`config.mk`:
```
export PLATFORM = sky130hd
export DESIGN_NAME = yaw_rate_pid_drive_mixer_unit
export DESIGN_NICKNAME = d
export VERILOG_FILES = /design/src/hdl/yrpdm_pkg.sv /design/src/hdl/yaw_rate_pid_drive_mixer_unit.sv /design/src/hdl/yrpdm_ctrl.sv /design/src/hdl/yrpdm_dp.sv
export SDC_FILE = /design/constraint.sdc
export NUM_CORES = 2
export LEC_CHECK = 0
export BUFFER_PORTS_ARGS = -buffer_cell sky130_fd_sc_hd__buf_2
export CORE_MARGIN = 5
export CORE_UTILIZATION = 26
export DETAILED_ROUTE_END_ITERATION = 10
export PLACE_DENSITY = 0.51
export RECOVER_POWER = 100
export SYNTH_ARGS = -nofsm -noshare
export SYNTH_HDL_FRONTEND = slang
export SYNTH_SLANG_ARGS = --single-unit
```
`constraint.sdc`:
```
create_clock -name i_clk -period 11 [get_ports i_clk]
set_clock_uncertainty 0.1 [all_clocks]
set_input_delay 1.65 -clock i_clk [delete_from_list [all_inputs] [get_ports i_clk]]
set_output_delay 1.65 -clock i_clk [all_outputs]
set_load 0.02 [all_outputs]
```
`src/hdl/yrpdm_pkg.sv`:
```
// Shared types and constants for the yaw-rate PID drive mixer.
package yrpdm_pkg;

    // Field widths
    localparam int SPEED_W = 12;
    localparam int YAW_W   = 11;
    localparam int POWER_W = 8;
    localparam int GAIN_W  = 16;
    localparam int LIMIT_W = 15;
    localparam int ADDR_W  = 3;
    localparam int IN_TDATA_W  = 40;
    localparam int OUT_TDATA_W = 16;

    // Register indexes
    localparam logic [ADDR_W-1:0] REG_PROP_GAIN   = 3'd0;
    localparam logic [ADDR_W-1:0] REG_INTEG_GAIN  = 3'd1;
    localparam logic [ADDR_W-1:0] REG_DERIV_GAIN  = 3'd2;
    localparam logic [ADDR_W-1:0] REG_INTEG_LIMIT = 3'd3;
    localparam logic [ADDR_W-1:0] REG_SPEED_GAIN  = 3'd4;
    localparam logic [ADDR_W-1:0] REG_ROT_GAIN    = 3'd5;

    // Register reset values
    localparam logic [GAIN_W-1:0]  RST_PROP_GAIN   = 16'd102;
    localparam logic [GAIN_W-1:0]  RST_INTEG_GAIN  = 16'd26;
    localparam logic [GAIN_W-1:0]  RST_DERIV_GAIN  = 16'd26;
    localparam logic [LIMIT_W-1:0] RST_INTEG_LIMIT = 15'd1000;
    localparam logic [GAIN_W-1:0]  RST_SPEED_GAIN  = 16'd293;
    localparam logic [GAIN_W-1:0]  RST_ROT_GAIN    = 16'd358;

    typedef enum logic [3:0] {
        S_IDLE,
        S_MUL_P,
        S_MUL_I,
        S_MUL_D,
        S_ACC,
        S_MUL_R,
        S_MUL_S,
        S_SUM,
        S_SAT
    } t_state;

    // Operand pair for the shared multiplier
    typedef enum logic [2:0] {
        MUL_PROP,
        MUL_INTEG,
        MUL_DERIV,
        MUL_ROT,
        MUL_SPEED
    } t_mul_sel;

    typedef struct packed {
        logic     load;       // input beat accepted
        t_mul_sel mul_sel;
        logic     acc_init;   // acc = yaw*256 + product
        logic     acc_add;    // acc += product
        logic     rot_store;  // keep rotation product
        logic     mix_en;     // form fwd +/- rot
        logic     out_load;   // saturate into output register
    } t_dp_cmd;

    typedef struct packed {
        logic out_free;       // output register can take a result
    } t_dp_stat;

endpackage

```
`src/hdl/yaw_rate_pid_drive_mixer_unit.sv`:
```
// Top level of the yaw-rate PID drive mixer.
//
// Use: one input beat per control tick on the s_axis channel carries the
// forward-speed target, the yaw-rate target and the measured gyro yaw rate.
// The block runs a PID on the yaw-rate error (integral clamped to
// +/- integ_limit, derivative = change of error), mixes in the speed
// feed-forward and returns one m_axis beat with right and left motor power,
// each truncated toward zero and saturated to +/-100.
// Timing: s_axis_tready is high only while the sequencer is idle. After an
// accepted beat the sequencer runs its states in turn and registers the result;
// the next beat is taken only once it is back in idle. All five products go
// through a single 33x17 multiplier, one after another.
// Stall: a pending result sits in the output register; a new beat is taken
// meanwhile, and only its final load waits until the receiver takes the old one.
// Reset (synchronous, active low): gains return to defaults, the error
// integral and previous error clear, and no result is pending.
// Config: write i_cfg_we/i_cfg_addr/i_cfg_wdata only while the block is idle.
module yaw_rate_pid_drive_mixer_unit (
    input  logic                                 i_clk,
    input  logic                                 i_rst_n,
    // Config write port
    input  logic                                 i_cfg_we,
    input  logic [yrpdm_pkg::ADDR_W-1:0]         i_cfg_addr,
    input  logic [yrpdm_pkg::GAIN_W-1:0]         i_cfg_wdata,
    // Input stream
    input  logic                                 s_axis_tvalid,
    output logic                                 s_axis_tready,
    // [11:0] speed_target, [22:12] yaw_target, [33:23] measured_yaw_rate, rest zero
    input  logic [yrpdm_pkg::IN_TDATA_W-1:0]     s_axis_tdata,
    // Output stream
    output logic                                 m_axis_tvalid,
    input  logic                                 m_axis_tready,
    // [7:0] right_power, [15:8] left_power
    output logic [yrpdm_pkg::OUT_TDATA_W-1:0]    m_axis_tdata
);

    yrpdm_pkg::t_dp_cmd  w_cmd;
    yrpdm_pkg::t_dp_stat w_stat;

    // Sequencer: at most one multiplier step per state
    yrpdm_ctrl u_ctrl (
        .i_clk      (i_clk),
        .i_rst_n    (i_rst_n),
        .i_s_tvalid (s_axis_tvalid),
        .o_s_tready (s_axis_tready),
        .i_stat     (w_stat),
        .o_cmd      (w_cmd)
    );

    // Datapath: registers, PID state, multiplier, mixer, output beat
    yrpdm_dp u_dp (
        .i_clk       (i_clk),
        .i_rst_n     (i_rst_n),
        .i_cfg_we    (i_cfg_we),
        .i_cfg_addr  (i_cfg_addr),
        .i_cfg_wdata (i_cfg_wdata),
        .i_s_tdata   (s_axis_tdata),
        .i_cmd       (w_cmd),
        .o_stat      (w_stat),
        .o_m_tvalid  (m_axis_tvalid),
        .i_m_tready  (m_axis_tready),
        .o_m_tdata   (m_axis_tdata)
    );

endmodule

```
`src/hdl/yrpdm_ctrl.sv`:
```
// Sequencer for the yaw-rate PID drive mixer.
module yrpdm_ctrl (
    input  logic                i_clk,
    input  logic                i_rst_n,
    input  logic                i_s_tvalid,
    output logic                o_s_tready,
    input  yrpdm_pkg::t_dp_stat i_stat,
    output yrpdm_pkg::t_dp_cmd  o_cmd
);

    yrpdm_pkg::t_state r_state;
    yrpdm_pkg::t_state n_state;

    always_ff @(posedge i_clk) begin
        if (!i_rst_n) begin
            r_state <= yrpdm_pkg::S_IDLE;
        end else begin
            r_state <= n_state;
        end
    end

    // Next state
    always_comb begin
        n_state = r_state;
        unique case (r_state)
            yrpdm_pkg::S_IDLE: begin
                if (i_s_tvalid) n_state = yrpdm_pkg::S_MUL_P;
            end
            yrpdm_pkg::S_MUL_P: n_state = yrpdm_pkg::S_MUL_I;
            yrpdm_pkg::S_MUL_I: n_state = yrpdm_pkg::S_MUL_D;
            yrpdm_pkg::S_MUL_D: n_state = yrpdm_pkg::S_ACC;
            yrpdm_pkg::S_ACC:   n_state = yrpdm_pkg::S_MUL_R;
            yrpdm_pkg::S_MUL_R: n_state = yrpdm_pkg::S_MUL_S;
            yrpdm_pkg::S_MUL_S: n_state = yrpdm_pkg::S_SUM;
            yrpdm_pkg::S_SUM:   n_state = yrpdm_pkg::S_SAT;
            yrpdm_pkg::S_SAT: begin
                if (i_stat.out_free) n_state = yrpdm_pkg::S_IDLE;
            end
            default: n_state = yrpdm_pkg::S_IDLE;
        endcase
    end

    // Outputs
    always_comb begin
        o_s_tready     = 1'b0;
        o_cmd.load     = 1'b0;
        o_cmd.mul_sel  = yrpdm_pkg::MUL_PROP;
        o_cmd.acc_init = 1'b0;
        o_cmd.acc_add  = 1'b0;
        o_cmd.rot_store = 1'b0;
        o_cmd.mix_en   = 1'b0;
        o_cmd.out_load = 1'b0;
        unique case (r_state)
            yrpdm_pkg::S_IDLE: begin
                o_s_tready = 1'b1;
                o_cmd.load = i_s_tvalid;
            end
            yrpdm_pkg::S_MUL_P: o_cmd.mul_sel = yrpdm_pkg::MUL_PROP;
            yrpdm_pkg::S_MUL_I: begin
                o_cmd.mul_sel  = yrpdm_pkg::MUL_INTEG;
                o_cmd.acc_init = 1'b1;
            end
            yrpdm_pkg::S_MUL_D: begin
                o_cmd.mul_sel = yrpdm_pkg::MUL_DERIV;
                o_cmd.acc_add = 1'b1;
            end
            yrpdm_pkg::S_ACC:   o_cmd.acc_add = 1'b1;
            yrpdm_pkg::S_MUL_R: o_cmd.mul_sel = yrpdm_pkg::MUL_ROT;
            yrpdm_pkg::S_MUL_S: begin
                o_cmd.mul_sel   = yrpdm_pkg::MUL_SPEED;
                o_cmd.rot_store = 1'b1;
            end
            yrpdm_pkg::S_SUM:   o_cmd.mix_en = 1'b1;
            yrpdm_pkg::S_SAT:   o_cmd.out_load = i_stat.out_free;
            default: ;
        endcase
    end

    a_load_only_idle: assert property (@(posedge i_clk) disable iff (!i_rst_n)
        o_cmd.load |=> r_state == yrpdm_pkg::S_MUL_P)
        else $error("accept did not start the sequence");

    a_out_load_free: assert property (@(posedge i_clk) disable iff (!i_rst_n)
        o_cmd.out_load |-> i_stat.out_free)
        else $error("result loaded over a pending one");

endmodule

```
`src/hdl/yrpdm_dp.sv`:
```
// Datapath: config registers, PID state, shared multiplier, mixer and output register.
module yrpdm_dp (
    input  logic                                 i_clk,
    input  logic                                 i_rst_n,
    input  logic                                 i_cfg_we,
    input  logic [yrpdm_pkg::ADDR_W-1:0]         i_cfg_addr,
    input  logic [yrpdm_pkg::GAIN_W-1:0]         i_cfg_wdata,
    input  logic [yrpdm_pkg::IN_TDATA_W-1:0]     i_s_tdata,
    input  yrpdm_pkg::t_dp_cmd                   i_cmd,
    output yrpdm_pkg::t_dp_stat                  o_stat,
    output logic                                 o_m_tvalid,
    input  logic                                 i_m_tready,
    output logic [yrpdm_pkg::OUT_TDATA_W-1:0]    o_m_tdata
);

    // Config registers
    logic [15:0] r_prop_gain, r_integ_gain, r_deriv_gain, r_speed_gain, r_rot_gain;
    logic [14:0] r_integ_limit;

    always_ff @(posedge i_clk) begin
        if (!i_rst_n) begin
            r_prop_gain   <= yrpdm_pkg::RST_PROP_GAIN;
            r_integ_gain  <= yrpdm_pkg::RST_INTEG_GAIN;
            r_deriv_gain  <= yrpdm_pkg::RST_DERIV_GAIN;
            r_integ_limit <= yrpdm_pkg::RST_INTEG_LIMIT;
            r_speed_gain  <= yrpdm_pkg::RST_SPEED_GAIN;
            r_rot_gain    <= yrpdm_pkg::RST_ROT_GAIN;
        end else if (i_cfg_we) begin
            unique case (i_cfg_addr)
                yrpdm_pkg::REG_PROP_GAIN:   r_prop_gain   <= i_cfg_wdata;
                yrpdm_pkg::REG_INTEG_GAIN:  r_integ_gain  <= i_cfg_wdata;
                yrpdm_pkg::REG_DERIV_GAIN:  r_deriv_gain  <= i_cfg_wdata;
                yrpdm_pkg::REG_INTEG_LIMIT: r_integ_limit <= i_cfg_wdata[14:0];
                yrpdm_pkg::REG_SPEED_GAIN:  r_speed_gain  <= i_cfg_wdata;
                yrpdm_pkg::REG_ROT_GAIN:    r_rot_gain    <= i_cfg_wdata;
                default: ;
            endcase
        end
    end

    // Input unpack and error terms
    logic [11:0] w_speed;
    logic [10:0] w_yaw, w_meas;
    logic [11:0] w_err;
    logic [12:0] w_diff;
    logic signed [16:0] w_sum_raw, w_lim;
    logic [15:0] w_sum_clamp;

    assign w_speed = i_s_tdata[11:0];
    assign w_yaw   = i_s_tdata[22:12];
    assign w_meas  = i_s_tdata[33:23];

    logic [15:0] r_error_sum;
    logic [11:0] r_last_error;

    assign w_err     = {w_yaw[10], w_yaw} - {w_meas[10], w_meas};
    assign w_diff    = {w_err[11], w_err} - {r_last_error[11], r_last_error};
    assign w_sum_raw = $signed({r_error_sum[15], r_error_sum})
                     + $signed({{5{w_err[11]}}, w_err});
    assign w_lim     = $signed({2'b00, r_integ_limit});

    always_comb begin
        if (w_sum_raw > w_lim) begin
            w_sum_clamp = w_lim[15:0];
        end else if (w_sum_raw < -w_lim) begin
            w_sum_clamp = 16'(-w_lim);
        end else begin
            w_sum_clamp = w_sum_raw[15:0];
        end
    end

    always_ff @(posedge i_clk) begin
        if (!i_rst_n) begin
            r_error_sum  <= '0;
            r_last_error <= '0;
        end else if (i_cmd.load) begin
            r_error_sum  <= w_sum_clamp;
            r_last_error <= w_err;
        end
    end

    // Operands held for the sequence
    logic [11:0] r_err, r_speed;
    logic [12:0] r_diff;
    logic [15:0] r_sum;
    logic [10:0] r_yaw;

    always_ff @(posedge i_clk) begin
        if (i_cmd.load) begin
            r_err   <= w_err;
            r_diff  <= w_diff;
            r_sum   <= w_sum_clamp;
            r_yaw   <= w_yaw;
            r_speed <= w_speed;
        end
    end

    // Shared multiplier: 33-bit signed by unsigned gain
    logic signed [32:0] w_mul_a;
    logic signed [16:0] w_mul_b;
    logic signed [49:0] w_prod;
    logic signed [49:0] r_prod;
    logic signed [32:0] r_acc;

    always_comb begin
        case (i_cmd.mul_sel)
            yrpdm_pkg::MUL_PROP: begin
                w_mul_a = $signed({{21{r_err[11]}}, r_err});
                w_mul_b = $signed({1'b0, r_prop_gain});
            end
            yrpdm_pkg::MUL_INTEG: begin
                w_mul_a = $signed({{17{r_sum[15]}}, r_sum});
                w_mul_b = $signed({1'b0, r_integ_gain});
            end
            yrpdm_pkg::MUL_DERIV: begin
                w_mul_a = $signed({{20{r_diff[12]}}, r_diff});
                w_mul_b = $signed({1'b0, r_deriv_gain});
            end
            yrpdm_pkg::MUL_ROT: begin
                w_mul_a = r_acc;
                w_mul_b = $signed({1'b0, r_rot_gain});
            end
            yrpdm_pkg::MUL_SPEED: begin
                w_mul_a = $signed({{21{r_speed[11]}}, r_speed});
                w_mul_b = $signed({1'b0, r_speed_gain});
            end
            default: begin
                w_mul_a = '0;
                w_mul_b = '0;
            end
        endcase
    end

    assign w_prod = w_mul_a * w_mul_b;

    always_ff @(posedge i_clk) begin
        r_prod <= w_prod;
    end

    // PID sum, seeded with yaw*256 so the acc ends as yaw*256 + u (Q.8)
    always_ff @(posedge i_clk) begin
        if (i_cmd.acc_init) begin
            r_acc <= $signed({{14{r_yaw[10]}}, r_yaw, 8'h00}) + r_prod[32:0];
        end else if (i_cmd.acc_add) begin
            r_acc <= r_acc + r_prod[32:0];
        end
    end

    // Mixer in Q.16
    logic signed [48:0] r_rot;
    logic signed [49:0] w_fwd, w_rot_ext;
    logic signed [49:0] r_right_sum, r_left_sum;

    always_ff @(posedge i_clk) begin
        if (i_cmd.rot_store) r_rot <= r_prod[48:0];
    end

    assign w_fwd     = $signed({r_prod[41:0], 8'h00});
    assign w_rot_ext = $signed({r_rot[48], r_rot});

    always_ff @(posedge i_clk) begin
        if (i_cmd.mix_en) begin
            r_right_sum <= w_fwd + w_rot_ext;
            r_left_sum  <= w_fwd - w_rot_ext;
        end
    end

    // Truncate toward zero, then saturate to +/-100
    function automatic logic [7:0] f_to_power(input logic signed [49:0] s);
        logic signed [33:0] q;
        q = s[49:16];
        if (s[49] && (s[15:0] != 16'h0000)) q = q + 34'sd1;
        if (q > 34'sd100) q = 34'sd100;
        else if (q < -34'sd100) q = -34'sd100;
        return q[7:0];
    endfunction

    // Output register
    logic       r_out_valid;
    logic [7:0] r_right, r_left;

    assign o_stat.out_free = !r_out_valid || i_m_tready;

    always_ff @(posedge i_clk) begin
        if (!i_rst_n) begin
            r_out_valid <= 1'b0;
        end else if (i_cmd.out_load) begin
            r_out_valid <= 1'b1;
        end else if (i_m_tready) begin
            r_out_valid <= 1'b0;
        end
    end

    always_ff @(posedge i_clk) begin
        if (i_cmd.out_load) begin
            r_right <= f_to_power(r_right_sum);
            r_left  <= f_to_power(r_left_sum);
        end
    end

    assign o_m_tvalid = r_out_valid;
    assign o_m_tdata  = {r_left, r_right};

    a_sum_clamped: assert property (@(posedge i_clk) disable iff (!i_rst_n)
        i_cmd.load |=> ($signed({r_error_sum[15], r_error_sum}) <= w_lim)
                    && ($signed({r_error_sum[15], r_error_sum}) >= -w_lim))
        else $error("error integral outside clamp");

    a_power_range: assert property (@(posedge i_clk) disable iff (!i_rst_n)
        r_out_valid |-> ($signed(r_right) <= 8'sd100) && ($signed(r_right) >= -8'sd100)
                     && ($signed(r_left) <= 8'sd100) && ($signed(r_left) >= -8'sd100))
        else $error("motor power outside +/-100");

endmodule
```
==> run_results.csv <==
group,metric,value,unit
status,outcome,"finished, violations left",
status,violations,"max-capacitance violations, max-slew violations",
die,die_area,184000,um2
yosys,synth_area_leader_cell,"fa_1",
die,core-area,174000,um2
clock_network,cts_resized,0,
clock_network,cts_tree,"built",
placed_design,place_congestion,0.849,
route,drc,0,
yosys,avgSynthCellArea,8.82,um2
route,drt_wl_total,133000,um
die,ios,82,
clock_network,clk_path_buf_depth,3,
route,vias,35706,
global_routing,grt_pass1_vias,36244,
yosys,yosysTopAreaCellShare,0.221,
die,fp-row-count,153,
global_routing,gr-total-overflow,0,
min_path,hp-class,"flop to flop",
clock_network,clockRootBuffer,"clkbuf_16",
setup_path,path_max_fanout,51,
clock_network,post-cts-setup-buffers,0,
placed_design,portBuffers,75,
global_routing,grt_first_pass_wirelength,209000,um
clock_network,h-tree-depth,2,
yosys,yosysWarnings,0,
clock_network,clock_latency,0.64,ns
yosys,syn_nets,6059,
yosys,synth.ff_latch_count,438,
layout,syn_to_final_growth,9.94,%
layout,drive_gt1_frac,0.0412,
setup_path,cp-end-kind,"flop",
route,wl_per_cell,17.7,um
clock_network,cts.clk_slew.worst_paths,0.07,ns
yosys,ys_top_cells_by_count,"inv_1, nand2_1, fa_1",
run,max_cap_viol_count,8,
route,viasPerCell,4.76,
route,drt_iter0_markers,2323,
global_routing,antenna_found_initial,2,
yosys,ys_async_sr_fraction,0,
yosys,synth_area,45600,um2
sta,max_slew_margin,-1.68,
placed_design,dp_hpwl,104000,um
sta,worst_slew_pin_slew,4.03,ns
sta,fin_crit,9.84,ns
sta,rsz0062_at_grt,"false",
global_routing,grt_usage,0.142,
die,initial_core_util,0.262,
route,dr.pass1.iters,8,
global_routing,grt_max_degree,93,
layout,nFillCells,18485,
sta,setup_viol,0,
setup_path,critical_path_class,"flop to flop",
setup_path,cp.required,11.43,ns
yosys,synth_edf_count,261,
route,ant_nets,0,
setup_path,crit_family,"adder cells",
yosys,synthDistinctLibCells,95,
sta,fin_crit_sh,0.894,
yosys,synthCells,5163,
sta,hold_viol,0,
setup_path,crit_top_cell,"fa_1",
setup_path,arrival,10.26,ns
clock_network,cts_buffers,51,
clock_network,ctsHoldBuffers,0,
sta,max_freq,0.102,GHz
yosys,synth_most_common_cell,"inv_1",
yosys,synth_area_leaders,"fa_1, edfxtp_1, ha_1",
setup_path,crit_path_start_kind,"flop",
yosys,ys_seq_area_frac,0.250,
setup_path,worst-path-buf-inv,6,
die,die_w,429,um
sta,slew_viol_final,334,
setup_path,cpPeakStageDelay,0.89,ns
die,chipHeight,429,um
sta,tns,0,ns
yosys,synth-main-ff-cell,"edfxtp_1",
clock_network,clkSinkCount,438,
setup_path,critPathSlowestCell,"o41ai_1",
layout,nets,6023,
[cell type report]
| cell class | instances | area [um2] | area share |
|---|---|---|---|
| antenna | 1 | 2.50 | 0.0000500 |
| clock buffer | 65 | 1400 | 0.0280 |
| clock inverter | 30 | 427 | 0.00852 |
| inverter | 822 | 3090 | 0.0616 |
| multi-input combinational | 3690 | 30200 | 0.603 |
| sequential | 438 | 11400 | 0.227 |
| tap | 2325 | 2910 | 0.0581 |
| timing repair buffer | 124 | 657 | 0.0131 |
[worst paths after layout]
| check | from | endpoint | slack (ns) | depth (start not counted) |
|---|---|---|---|---|
| setup / recovery | u_ctrl.r_state[1] | u_dp.r_prod[47] | 1.16 | 28 |
| hold / removal | u_dp.r_prod[46] | u_dp.r_rot[46] | 0.30 | 0 |
| setup reg to reg | u_ctrl.r_state[1] | u_dp.r_prod[47] | 1.16 | 28 |
| hold reg to reg | u_dp.r_prod[46] | u_dp.r_rot[46] | 0.30 | 0 |
[kinds of logic after synthesis]
kind of cell | synth area share
compound gates | 0.138
xor+xnor | 0.0461
fa+ha+maj | 0.312
buf+inv | 0.0858
flops | 0.250
mux | 0.00535
simple gates | 0.164
[metal layers]
metal | GRT usage | vias to the layer above | wire length, um
met2 | 0.228 | 956 | 59300
met1 | 0.199 | 17599 | 62100
met3 | 0.0270 | 160 | 8400
met5 | 0 | - | 13
met4 | 0.0323 | 2 | 3130
li1 | - | 16989 | -
[metrics by stage]
step,utilization,setup slack (ns),cells,hold slack (ns),area [um2]
finish,0.288,1.16,7495,0.303,50100
global route,0.288,0.699,7495,0.309,50100
CTS,0.289,1.88,7494,0.303,50300
detailed placement,0.279,1.87,7399,0.289,48500
global placement,0.279,1.91,7399,0.290,48500
floorplan,-,1.49,5163,0.286,45600
[cells in the final DEF, fill, tap and decap left out, drive strengths merged, types with 25 or more instances in the layout]
cell,synthesis,layout
nand2,686,686
and2,27,27
a211oi,32,32
o21ai,147,147
ha,328,328
nor4,30,30
a22oi,39,39
edfxtp,261,261
xor2,61,61
a21oi,286,286
nand3,100,100
a21boi,70,70
buf,26,81
nor2b,45,45
and3,37,37
inv,820,822
nor2,451,451
o21a,37,37
nand4,55,55
xnor2,179,179
o21bai,38,38
and4,25,25
a31oi,38,38
a21o,85,85
nor3,67,67
fa,504,504
nand2b,41,41
clkbuf,187,108
dfxtp,177,177
[worst reg2reg max path: cells and delay by family (launching register included)]
family,cells,cell delay [ns]
compound gates,8,2.78
buf+inv,6,1.60
flops,1,0.55
xor+xnor,1,0.13
simple gates,6,1.64
fa+ha+maj,7,2.92
[flip-flops by register name, summed over array words and instances (netlist names), 15 cells and up]
signal              flops
u_dp.r_acc             33
u_dp.r_deriv_gain      16
u_dp.r_error_sum       16
u_dp.r_integ_gain      16
u_dp.r_integ_limit     15
u_dp.r_left_sum        50
u_dp.r_prod            49
u_dp.r_prop_gain       16
u_dp.r_right_sum       49
u_dp.r_rot             49
u_dp.r_rot_gain        16
u_dp.r_speed_gain      16
u_dp.r_sum             16
Power is not shown: default switching activity piles up to over one toggle a cycle in this logic, so the estimate is an artifact.
